## src/rtl/core/fpa_pkg.sv

```systemverilog
`default_nettype none
package fpa_pkg;

    localparam int FRAC_BITS = 16;
    // Dividend magnitude width: a 32-bit magnitude shifted left by FRAC_BITS.
    localparam int DIV_W = 32 + FRAC_BITS;

    localparam logic [3:0] OP_ADD    = 4'd0;
    localparam logic [3:0] OP_SUB    = 4'd1;
    localparam logic [3:0] OP_MUL    = 4'd2;
    localparam logic [3:0] OP_DIV    = 4'd3;
    localparam logic [3:0] OP_IADD   = 4'd4;
    localparam logic [3:0] OP_ISUB   = 4'd5;
    localparam logic [3:0] OP_IMUL   = 4'd6;
    localparam logic [3:0] OP_IDIV   = 4'd7;
    localparam logic [3:0] OP_CMP    = 4'd8;
    localparam logic [3:0] OP_RESCL  = 4'd9;
    localparam logic [3:0] OP_INT    = 4'd10;
    localparam logic [3:0] OP_HALF   = 4'd11;
    localparam logic [3:0] OP_DOUBLE = 4'd12;
    localparam logic [3:0] OP_INC    = 4'd13;
    localparam logic [3:0] OP_DEC    = 4'd14;

    // Everything the final stage needs besides the quotient.
    typedef struct packed {
        logic        is_div;
        logic        neg;
        logic        dz;
        logic [31:0] result;
        logic        less;
        logic        equal;
        logic        ovf;
    } t_side;

    typedef struct packed {
        logic             valid;
        logic [31:0]      rem;
        logic [DIV_W-1:0] nq;
        logic [31:0]      dmag;
        t_side            side;
    } t_div;

endpackage
`default_nettype wire

```

## src/rtl/core/fpa_div_stage.sv

```systemverilog
`default_nettype none
module fpa_div_stage
    import fpa_pkg::*;
(
    input  wire logic i_clk,
    input  wire logic i_rst_n,
    input  wire t_div i_d,
    output t_div      o_q
);

    // One restoring step: bring down the next dividend bit, subtract if it fits.
    logic [32:0] trial;
    logic        ge;
    t_div        n_q;
    t_div        r_q;

    assign trial = {i_d.rem, i_d.nq[DIV_W-1]};
    assign ge    = trial >= {1'b0, i_d.dmag};

    always_comb begin
        n_q     = i_d;
        n_q.rem = ge ? 32'(trial - {1'b0, i_d.dmag}) : trial[31:0];
        n_q.nq  = {i_d.nq[DIV_W-2:0], ge};
    end

    always_ff @(posedge i_clk) begin
        if (!i_rst_n) begin
            r_q.valid <= 1'b0;
        end else begin
            r_q.valid <= n_q.valid;
        end
        r_q.rem  <= n_q.rem;
        r_q.nq   <= n_q.nq;
        r_q.dmag <= n_q.dmag;
        r_q.side <= n_q.side;
    end

    assign o_q = r_q;

endmodule
`default_nettype wire

```

## config.mk

```make
export PLATFORM = sky130hd
export DESIGN_NAME = fpa_div_stage
export DESIGN_NICKNAME = d
export VERILOG_FILES = /design/src/rtl/core/fpa_pkg.sv /design/src/rtl/core/fpa_div_stage.sv
export SDC_FILE = /design/constraint.sdc
export NUM_CORES = 1
export LEC_CHECK = 0
export BUFFER_PORTS_ARGS = -buffer_cell sky130_fd_sc_hd__buf_2
export CAP_MARGIN = 20
export CORE_ASPECT_RATIO = 0.7
export CORE_MARGIN = 2
export CORE_UTILIZATION = 30
export DETAILED_ROUTE_END_ITERATION = 7
export GPL_ROUTABILITY_DRIVEN = 0
export HOLD_SLACK_MARGIN = 0.15
export PLACE_DENSITY = 0.56
export SLEW_MARGIN = 20
export SYNTH_ARGS = -nofsm -noshare
export SYNTH_HDL_FRONTEND = slang
export SYNTH_SLANG_ARGS = --single-unit
```

## constraint.sdc

```tcl
create_clock -name i_clk -period 4.45 [get_ports i_clk]
set_clock_uncertainty 0.05 [all_clocks]
set_input_delay 0.89 -clock i_clk [delete_from_list [all_inputs] [get_ports i_clk]]
set_output_delay 0.89 -clock i_clk [all_outputs]
set_load 0.05 [all_outputs]
```

==> summary.md <==
| Metric | Value |
|---|---|
| Post-DP HPWL | 12.6 mm |
| First-pass GRT wire length | around 24 mm |
| Commonest non-fill, non-tap cell in the layout | buf_2 |
| Max VDD drop | 0.192 mV |
| Die Ht | 115 um |
| Maximum buffer depth of the clock tree | 2 |
| Resized Gates After CTS | 0 |
| Detailed-route DRC error count | 0 |
| Flop pwr share | 0.382 |
| Initial core utilization | 0.306 |
| Peak Freq | 0.276 GHz |
| Clock transition at path regs | ~0.070 ns |
| Tightest Pin Transition | 0.555 ns |
| Commonest cells after routing, fill and taps aside | 303 x buf_2, 151 x dfxtp_1, 56 x a21oi_1, 38 x inv_1, 35 x nor2_1 |
| Int Power | 2510 uW |
| CTS tree | built |
| Most common cell on crit path | a21oi_1 |
| Crit-path max cell delay | 0.42 ns |
| Crit path cell chain | buf_2, ha_1, fa_1, nand2b_1, a21oi_1, o21ai_0, buf_4, o311a_1, a31oi_1, a21oi_1, o41ai_1, xor2_1, mux2_1 |
| Clock Power Share | 0.366 |
| Slowest cell on crit path | fa_1 |
| Detailed-route wire length | 15.8 mm |
| Syn Inst Count | 497 |
| Switch Pwr | 1420 uW |
| Combinational Power Share | 0.251 |
| Max reg flops | 151 |
| Leakage | 0.00381 uW |
| Routed length per placed instance | 15.0 um |
| Hold path cells | 1 |
| Num CTS Buffers | 17 |
| Met1 Usage GRT | 0.230 |
| CP Data Arrival Time | 3.89 ns |
| Antenna violations before repair | 0 |
| Die width | 162 um |
| Sequential area share after synthesis | 0.577 |
| GRT Total Usage | 0.168 |
| Setup crit start kind | primary input |
| Synth-to-Final Area Change | 44.9% |
| Antenna Cells | 0 |
| Yosys reg bits | 151 |
| WP data required | 4.72 ns |
| H-tree depth | 4 |
| Root buf cell | clkbuf_16 |
| Power per standard cell area | 517 nW/um2 |
| Total grt overflow | 0 |
| Synth unique cells | 48 |
| Routed via count | 4597 |
| Fin. Hold Viols | 0 |
| Largest net degree at the start of global routing | 31 |
| Vias in the first global route | 4376 |
| FILL cells | 1754 |
| Num rows | 40 |
| Setup violators final | 0 |
| Multi-input logic area | 1980 um2 |
| Post-Layout Cell Count | 1048 |
| Hold Path Class | primary input to register |
| Tmin final | 3.62 ns |
| Pre-CTS setup slack | 0.411 ns |
| Via/cell ratio | 4.39 |
| Nets | 990 |
| Met3 Usage GRT | 0.0529 |
| Port bufs | a little over 300 |
| Fin Hold WS | 0.505 ns |
| Unrepaired setup endpoints after global routing | no |
| Hold wc startpoint | i_d[100] |
| Final Slew Violations | 0 |
| Final setup margin | about 0.83 ns |
| Register area | ~3000 um2 |
| YS warnings | 0 |
| Syn Area/Cell | 10.5 um2 |
| Core area | 17100 um2 |
| Post-CTS Setup Bufs | 0 |
| Grt met2 use | 0.253 |
| Status | complete, no violations |
| Crit Path Class | primary input to register |
| Die area | 18600 um2 |
| Period Utilization, post-route | 0.813 |
| Setup crit end kind | register |
| Fraction of layout cells with a size suffix above 1 | 0.426 |
| Max cap viols | 0 |
| CP max FO | 4 |
| Setup TNS | 0 ns |
| Initial DRC Count | 371 |
| Syn_nets | 683 |
| Switch share | 0.361 |
| Max-slew headroom | 0.628 |
| Placed Cells | around 1000 |
| Cts hold-fix bufs | 0 |
| Routed Antenna Nets | 0 |
| Hold path endpoint | o_q[101] |
| GRT Max-Usage Layer | met2 |
| Netlist Area Pre-Place | 5240 um2 |
| Num ports | approximately 300 |
| Clock sinks | between 150 and 200 |
| DR pass1 iterations | 5 |
==> cell usage after synthesis, drive strengths merged <==
cell / number / area (um2)
nor4: 4 / 25.0
o21ai: 18 / 93.8
a2bb2oi: 2 / 17.5
o21bai: 3 / 22.5
nand2: 26 / 97.6
nor2: 35 / 131
nor2b: 3 / 18.8
a211o: 1 / 8.76
mux2i: 1 / 10.0
o31ai: 2 / 28.8
nand3: 8 / 40.0
o21a: 6 / 45.0
xor2: 12 / 105
ha: 32 / 400
and3: 1 / 6.26
dfxtp: 151 / 3020
and2: 3 / 18.8
nor3: 2 / 10.0
nand3b: 1 / 7.51
clkbuf: 7 / 27.5
a21o: 12 / 90.1
and4: 2 / 17.5
a31oi: 5 / 31.3
mux2: 10 / 113
inv: 38 / 143
nand4: 8 / 50.1
buf: 11 / 62.6
fa: 1 / 20.0
o211ai: 4 / 30.0
or2: 1 / 6.26
o22ai: 2 / 12.5
a21oi: 56 / 280
a211oi: 4 / 35.0
o41ai: 1 / 8.76
or4: 2 / 15.0
nand2b: 3 / 18.8
nand4b: 1 / 8.76
a311oi: 1 / 8.76
o311a: 1 / 10.0
o2111ai: 1 / 8.76
xnor2: 15 / 131
==> kinds of logic after synthesis <==
logic type	after synthesis	share of synthesized area
simple gates	100	0.0900
buf+inv	56	0.0444
flops	151	0.577
compound gates	119	0.140
fa+ha+maj	33	0.0802
mux	11	0.0234
xor+xnor	27	0.0451
==> worst max-delay path by stage <==
stage                         from       end  cells past startpoint  slack (ns)
final                      i_d[38]  o_q[148]                     13        0.83
after global placement    i_d[117]  o_q[148]                     14        0.47
after CTS                 i_d[117]  o_q[148]                     14        0.84
after global routing      i_d[117]  o_q[148]                     14        0.61
after floorplan            i_d[45]  o_q[131]                     12        0.87
after detailed placement  i_d[117]  o_q[148]                     14        0.41
==> stage by stage <==
step | util | total power, uW | area [um2]
after floorplan | - | 2250 | 5240
after global placement | 0.408 | 2520 | 6990
after detailed placement | 0.408 | 2520 | 6990
after CTS | 0.443 | 3970 | 7590
after global routing | 0.443 | 4110 | 7590
final | 0.443 | 3920 | 7590
==> critical path, delay by kind of cell <==
kind,cells,cell delay (ns)
multiplexers,1,0.30
XOR/XNOR,1,0.11
buffers and inverters,2,0.26
AO/OA/AOI/OAI,6,1.46
AND/OR/NAND/NOR,1,0.20
adder cells (fa/ha/maj),2,0.68
==> routing by layer <==
metal | vias up | routed length [um] | share of wire
met5 | - | 0 | 0
met4 | 0 | 176 | 0.011
met3 | 14 | 1110 | 0.070
met2 | 185 | 6940 | 0.44
met1 | 2075 | 7540 | 0.48
li1 | 2323 | - | -
==> power by group through the flow <==
stage	Combinational, uW	Sequential (uW)	Clock [uW]
floorplan	279	1970	0
global placement	992	1530	0
detailed placement	988	1530	0
CTS	993	1500	1480
global route	1050	1510	1550
finish	986	1500	1440
==> layout make-up <==
type / count / share of cell area
Clock inverter: 15 / 0.0229
Sequential cell: 151 / 0.398
Tap cell: 231 / 0.0381
Multi-Input combinational cell: 290 / 0.261
Clock buffer: 17 / 0.0561
Timing Repair Buffer: 306 / 0.204
Inverter: 38 / 0.0188
Note: power is estimated with default switching activity, not from simulation.
