$ cat src/rtl/core/fpa_pkg.sv
`default_nettype none
package fpa_pkg;

    localparam int FRAC_BITS = 16;
    // Dividend magnitude width: a 32-bit magnitude shifted left by FRAC_BITS.
    localparam int DIV_W = 32 + FRAC_BITS;

    localparam logic [3:0] OP_ADD    = 4'd0;
    localparam logic [3:0] OP_SUB    = 4'd1;
    localparam logic [3:0] OP_MUL    = 4'd2;
    localparam logic [3:0] OP_DIV    = 4'd3;
    localparam logic [3:0] OP_IADD   = 4'd4;
    localparam logic [3:0] OP_ISUB   = 4'd5;
    localparam logic [3:0] OP_IMUL   = 4'd6;
    localparam logic [3:0] OP_IDIV   = 4'd7;
    localparam logic [3:0] OP_CMP    = 4'd8;
    localparam logic [3:0] OP_RESCL  = 4'd9;
    localparam logic [3:0] OP_INT    = 4'd10;
    localparam logic [3:0] OP_HALF   = 4'd11;
    localparam logic [3:0] OP_DOUBLE = 4'd12;
    localparam logic [3:0] OP_INC    = 4'd13;
    localparam logic [3:0] OP_DEC    = 4'd14;

    // Everything the final stage needs besides the quotient.
    typedef struct packed {
        logic        is_div;
        logic        neg;
        logic        dz;
        logic [31:0] result;
        logic        less;
        logic        equal;
        logic        ovf;
    } t_side;

    typedef struct packed {
        logic             valid;
        logic [31:0]      rem;
        logic [DIV_W-1:0] nq;
        logic [31:0]      dmag;
        t_side            side;
    } t_div;

endpackage
`default_nettype wire

$ cat src/rtl/core/fpa_front.sv
`default_nettype none
module fpa_front
    import fpa_pkg::*;
(
    input  wire logic        i_clk,
    input  wire logic        i_rst_n,
    input  wire logic        i_start,
    input  wire logic [3:0]  i_req_type,
    input  wire logic [31:0] i_operand_a,
    input  wire logic [31:0] i_operand_b,
    input  wire logic [4:0]  i_source_frac_bits,
    output t_div             o_div
);

    logic               r_valid;
    logic [3:0]         r_op;
    logic [31:0]        r_a;
    logic [31:0]        r_b;
    logic [4:0]         r_sfb;
    logic signed [63:0] r_prod;
    logic signed [63:0] n_prod;

    assign n_prod = 64'($signed(i_operand_a) * $signed(i_operand_b));

    always_ff @(posedge i_clk) begin
        if (!i_rst_n) begin
            r_valid <= 1'b0;
        end else begin
            r_valid <= i_start;
        end
        r_op   <= i_req_type;
        r_a    <= i_operand_a;
        r_b    <= i_operand_b;
        r_sfb  <= i_source_frac_bits;
        r_prod <= n_prod;
    end

    logic signed [63:0] a_w;
    logic signed [63:0] b_w;
    logic signed [63:0] w;
    logic               check;
    logic               less;
    logic               equal;
    logic [31:0]        amag;
    logic [31:0]        bmag;
    logic [32:0]        rs_mag;
    logic [4:0]         rs_d;
    logic               fits;

    assign a_w  = {{32{r_a[31]}}, r_a};
    assign b_w  = {{32{r_b[31]}}, r_b};
    assign amag = r_a[31] ? (32'd0 - r_a) : r_a;
    assign bmag = r_b[31] ? (32'd0 - r_b) : r_b;
    assign rs_d = r_sfb - 5'(FRAC_BITS);
    assign rs_mag = {1'b0, amag} >> rs_d;

    always_comb begin
        w     = '0;
        check = 1'b1;
        less  = 1'b0;
        equal = 1'b0;
        unique case (r_op)
            OP_ADD:    w = a_w + b_w;
            OP_SUB:    w = a_w - b_w;
            OP_MUL:    w = r_prod >>> FRAC_BITS;
            OP_IADD:   w = a_w + (b_w <<< FRAC_BITS);
            OP_ISUB:   w = a_w - (b_w <<< FRAC_BITS);
            OP_IMUL:   w = r_prod;
            OP_DIV, OP_IDIV: w = '0;
            OP_CMP: begin
                less  = $signed(r_a) < $signed(r_b);
                equal = r_a == r_b;
            end
            OP_RESCL: begin
                if (r_sfb > 5'(FRAC_BITS)) begin
                    w = r_a[31] ? -$signed({31'd0, rs_mag}) : $signed({31'd0, rs_mag});
                end else begin
                    w = a_w <<< (5'(FRAC_BITS) - r_sfb);
                end
            end
            OP_INT:    w = a_w >>> FRAC_BITS;
            OP_HALF:   w = a_w >>> 1;
            OP_DOUBLE: w = a_w <<< 1;
            OP_INC:    w = a_w + 64'sd1;
            OP_DEC:    w = a_w - 64'sd1;
            default:   check = 1'b0;
        endcase
    end

    assign fits = (&w[63:31]) | ~(|w[63:31]);

    always_comb begin
        o_div.valid       = r_valid;
        o_div.rem         = '0;
        o_div.nq          = (r_op == OP_DIV) ? {amag, {FRAC_BITS{1'b0}}}
                                             : DIV_W'(amag);
        o_div.dmag        = bmag;
        o_div.side.is_div = (r_op == OP_DIV) || (r_op == OP_IDIV);
        o_div.side.neg    = r_a[31] ^ r_b[31];
        o_div.side.dz     = (r_b == 32'd0);
        o_div.side.result = w[31:0];
        o_div.side.less   = less;
        o_div.side.equal  = equal;
        o_div.side.ovf    = check & ~fits;
    end

endmodule
`default_nettype wire

$ cat config.mk
export PLATFORM = sky130hd
export DESIGN_NAME = fpa_front
export DESIGN_NICKNAME = d
export VERILOG_FILES = /design/src/rtl/core/fpa_pkg.sv /design/src/rtl/core/fpa_front.sv
export SDC_FILE = /design/constraint.sdc
export NUM_CORES = 2
export LEC_CHECK = 0
export ABC_CLOCK_PERIOD_IN_PS = 18930
export BUFFER_PORTS_ARGS = -buffer_cell sky130_fd_sc_hd__buf_2
export CELL_PAD_IN_SITES_DETAIL_PLACEMENT = 0
export CELL_PAD_IN_SITES_GLOBAL_PLACEMENT = 1
export CORE_MARGIN = 2
export CORE_UTILIZATION = 25
export CTS_BUF_LIST = sky130_fd_sc_hd__clkbuf_4
export DETAILED_ROUTE_END_ITERATION = 12
export PLACE_DENSITY_LB_ADDON = 0.12
export REMOVE_ABC_BUFFERS = 1
export SLEW_MARGIN = 30
export SYNTH_ARGS = -nofsm -noshare
export SYNTH_HDL_FRONTEND = slang
export SYNTH_SLANG_ARGS = --single-unit
export TNS_END_PERCENT = 1
$ cat constraint.sdc
create_clock -name i_clk -period 18.93 [get_ports i_clk]
set_input_delay 0.9465 -clock i_clk [delete_from_list [all_inputs] [get_ports i_clk]]
set_output_delay 0.9465 -clock i_clk [all_outputs]
set_load 0.1 [all_outputs]
==> metrics.csv <==
metric,value,unit
maximum clock rate,97.0,MHz
WL met1,116000,um
relative slew slack,0.251,
post-CTS setup buffer count,0,
initial antenna violation count,14,
vias in the first global route,52554,
DIE AREA,232000,um2
overall via count from detail_route,49095,
synth warn,0,
CP Launch Type,flip-flop,
RePlAce Congestion,0.892,
minimum clock period,10.31,ns
status,completed,
clock buffer depth,2,
final WL,257000,um
Post-synth ARST share,0,
"Seq/Total Area, Yosys",0.0485,
die height,481,um
Hold Crit Class,primary input to flip-flop,
Unique masters post-synth,115,
Num CTS Buffers,17,
Starting Density,0.251,
Post-synth EDFFs,0,
max_cap viols,0,
Core Region,227000,um2
Routed WL per cell,26.3,um
CTS Hold Bufs,0,
WP data required,17.98,ns
I/O pin cnt,227,
Post-CTS Resized,0,
Worst-path clk slew,0.28,ns
DIE WIDTH,481,um
FP Rows,175,
Mapped Area,57000,um2
Syn Area/Cell,8.33,um2
grt ovf,0,
Worst Path Arrival,9.36,ns
Top Layer Used,met4,
final setup vio count,0,
TNS Setup,0,ns
post-DP HPWL,207000,um
worst setup path category,flip-flop to output pin,
final net count,8220,
Critical Path End Type,output pin,
# DRC,0,
Yosys reg bits,138,
post-route ant nets,0,
Synth Flop Type,dfxtp_1,
crit-path max FO,18,
IO Port Bufs,194,
CTS tree,built,
Tcrit/Tclk final,0.544,
CTS Root Cell,clkbuf_4,
Vias/cell,5.02,
Initial DRT Pass Iterations,8,
met2 wire len,121000,um
Synth Instances,6844,
H-Tree Depth,4,
final hold vios,0,
pin count of the biggest net entering global routing,62,
Area Overhead vs Synth,7.52,%
metal3 WL,9630,um
CTS sink cnt,138,
Initial DRC Count,3436,
Total GRT Usage,0.222,
share of cells above drive strength 1,0.0714,
first-pass GRT wire length,378000,um
Fillers,24671,
fin. max-slew vios,0,
Worst-Margin Slew,1.12,ns
unrepaired setup endpoints after global routing,no,
[cell usage in the layout (no fill, tap or decap), types with 36 or more instances in the layout]
| cell type | synthesis | final |
|---|---|---|
| nand4_1 | 42 | 42 |
| fa_1 | 1086 | 1085 |
| nor3_1 | 96 | 91 |
| and3_1 | 36 | 36 |
| o211ai_1 | 46 | 46 |
| nor2_1 | 347 | 345 |
| and2_1 | 541 | 541 |
| mux2i_1 | 63 | 63 |
| o31ai_1 | 43 | 43 |
| a31oi_1 | 47 | 47 |
| a221oi_1 | 45 | 45 |
| dfxtp_1 | 138 | 133 |
| a21oi_1 | 308 | 307 |
| a22oi_1 | 57 | 57 |
| a21o_1 | 63 | 63 |
| buf_4 | 36 | 130 |
| ha_1 | 317 | 316 |
| a211oi_1 | 56 | 55 |
| xnor2_1 | 158 | 155 |
| buf_2 | 17 | 194 |
| nand2_1 | 762 | 762 |
| xor2_1 | 53 | 52 |
| inv_1 | 1093 | 1093 |
| nand3_1 | 96 | 95 |
| o21ai_0 | 249 | 248 |
| nand2b_1 | 42 | 42 |
[sequential cells by signal (all words and copies together), names as in the netlist]
register,count
r_prod,64
r_a,32
r_b,32
r_sfb,5
r_op,4
r_valid,1
[kinds of logic after synthesis]
kind of cell,after synthesis,synth area share
flip-flops,138,0.0485
adder cells (fa/ha/maj),1403,0.451
AO/OA/AOI/OAI,1254,0.151
multiplexers,95,0.0211
AND/OR/NAND/NOR,2168,0.189
XOR/XNOR,211,0.0324
other,1,0.0000658
buffers and inverters,1574,0.107
[cell usage after synthesis (20+ instances only)]
library cell     n  area [um2]
a211o_1         20         175
a211oi_1        56         420
a21o_1          63         473
a21oi_1        308        1540
a221o_1         30         300
a221oi_1        45         394
a222oi_1        22         220
a22oi_1         57         428
a31oi_1         47         294
and2_1         541        3380
and3_1          36         225
buf_1           35         131
buf_4           36         270
clkbuf_1       386        1450
dfxtp_1        138        2760
fa_1          1086       21700
ha_1           317        3970
inv_1         1093        4100
mux2i_1         63         631
nand2_1        762        2860
nand2b_1        42         263
nand3_1         96         480
nand4_1         42         263
nor2_1         347        1300
nor2b_1         30         188
nor3_1          96         480
nor4_1          35         219
o211ai_1        46         345
o21ai_0        249        1250
o21bai_1        32         240
o221ai_1        23         201
o22ai_1         21         131
o31ai_1         43         323
or3_1           34         213
or4_1           21         158
xnor2_1        158        1380
xor2_1          53         464
[per-layer routing]
| layer | global-route usage | vias to the layer above |
|---|---|---|
| li1 | - | 21917 |
| met1 | 0.303 | 25539 |
| met2 | 0.370 | 1359 |
| met3 | 0.0168 | 280 |
| met4 | 0.0709 | 0 |
| met5 | 0 | - |
[critical path, cell delays in order, from the launching register on]
cell and delay, ns:
dfxtp_1 0.33, buf_4 0.21, inv_1 0.17, ha_1 0.31, or3b_1 0.71, nor4_4 0.35, buf_4 0.30, nand3_1 0.33
a32oi_1 0.63, nand2_1 0.28, mux4_2 0.62, o211ai_2 0.26, or3_1 0.28, nand4b_2 0.28, or3_1 0.19, nand2b_1 0.14
and3b_1 0.19, ha_1 0.25, a21oi_1 0.24, o221ai_1 0.15, a31oi_1 0.21, o21ai_1 0.08, or4_1 0.45, or4_1 0.58
a2111oi_2 0.53, a41oi_1 0.17, buf_2 0.32
[final cells by class]
class	count	area, um2	share of cell area
diodes	9	22.5	0.000368
clock buffers	17	128	0.00208
clock inverters	15	161	0.00263
inverters	1097	4120	0.0672
multi-input cells	5163	48400	0.789
flip-flops and latches	138	2770	0.0453
well taps	3009	3760	0.0614
repair buffers	324	1950	0.0318
[per-stage QoR]
step / hold slack (ns) / instance area (um2) / worst slack (ns) / cells / utilization
6_report: 0.177 / 61300 / 8.62 / 9772 / 0.270
5_1_grt: 0.0831 / 61300 / 8.16 / 9767 / 0.270
4_1_cts: 0.0291 / 61200 / 8.53 / 9763 / 0.270
3_5_place_dp: 1.05 / 60900 / 8.70 / 9731 / 0.268
3_3_place_gp: 1.05 / 60900 / 8.67 / 9730 / 0.268
2_1_floorplan: 0.974 / 55100 / 7.75 / 6398 / -
[worst paths after layout]
| path | to | slack (ns) | startpoint | depth (start not counted) |
|---|---|---|---|---|
| worst max-delay path | o_div[0] | 8.62 | r_a[0] | 26 |
| worst min-delay path | r_sfb[4] | 0.18 | i_source_frac_bits[4] | 1 |
Power is not shown: default switching activity piles up to over one toggle a cycle in this logic, so the estimate is an artifact.
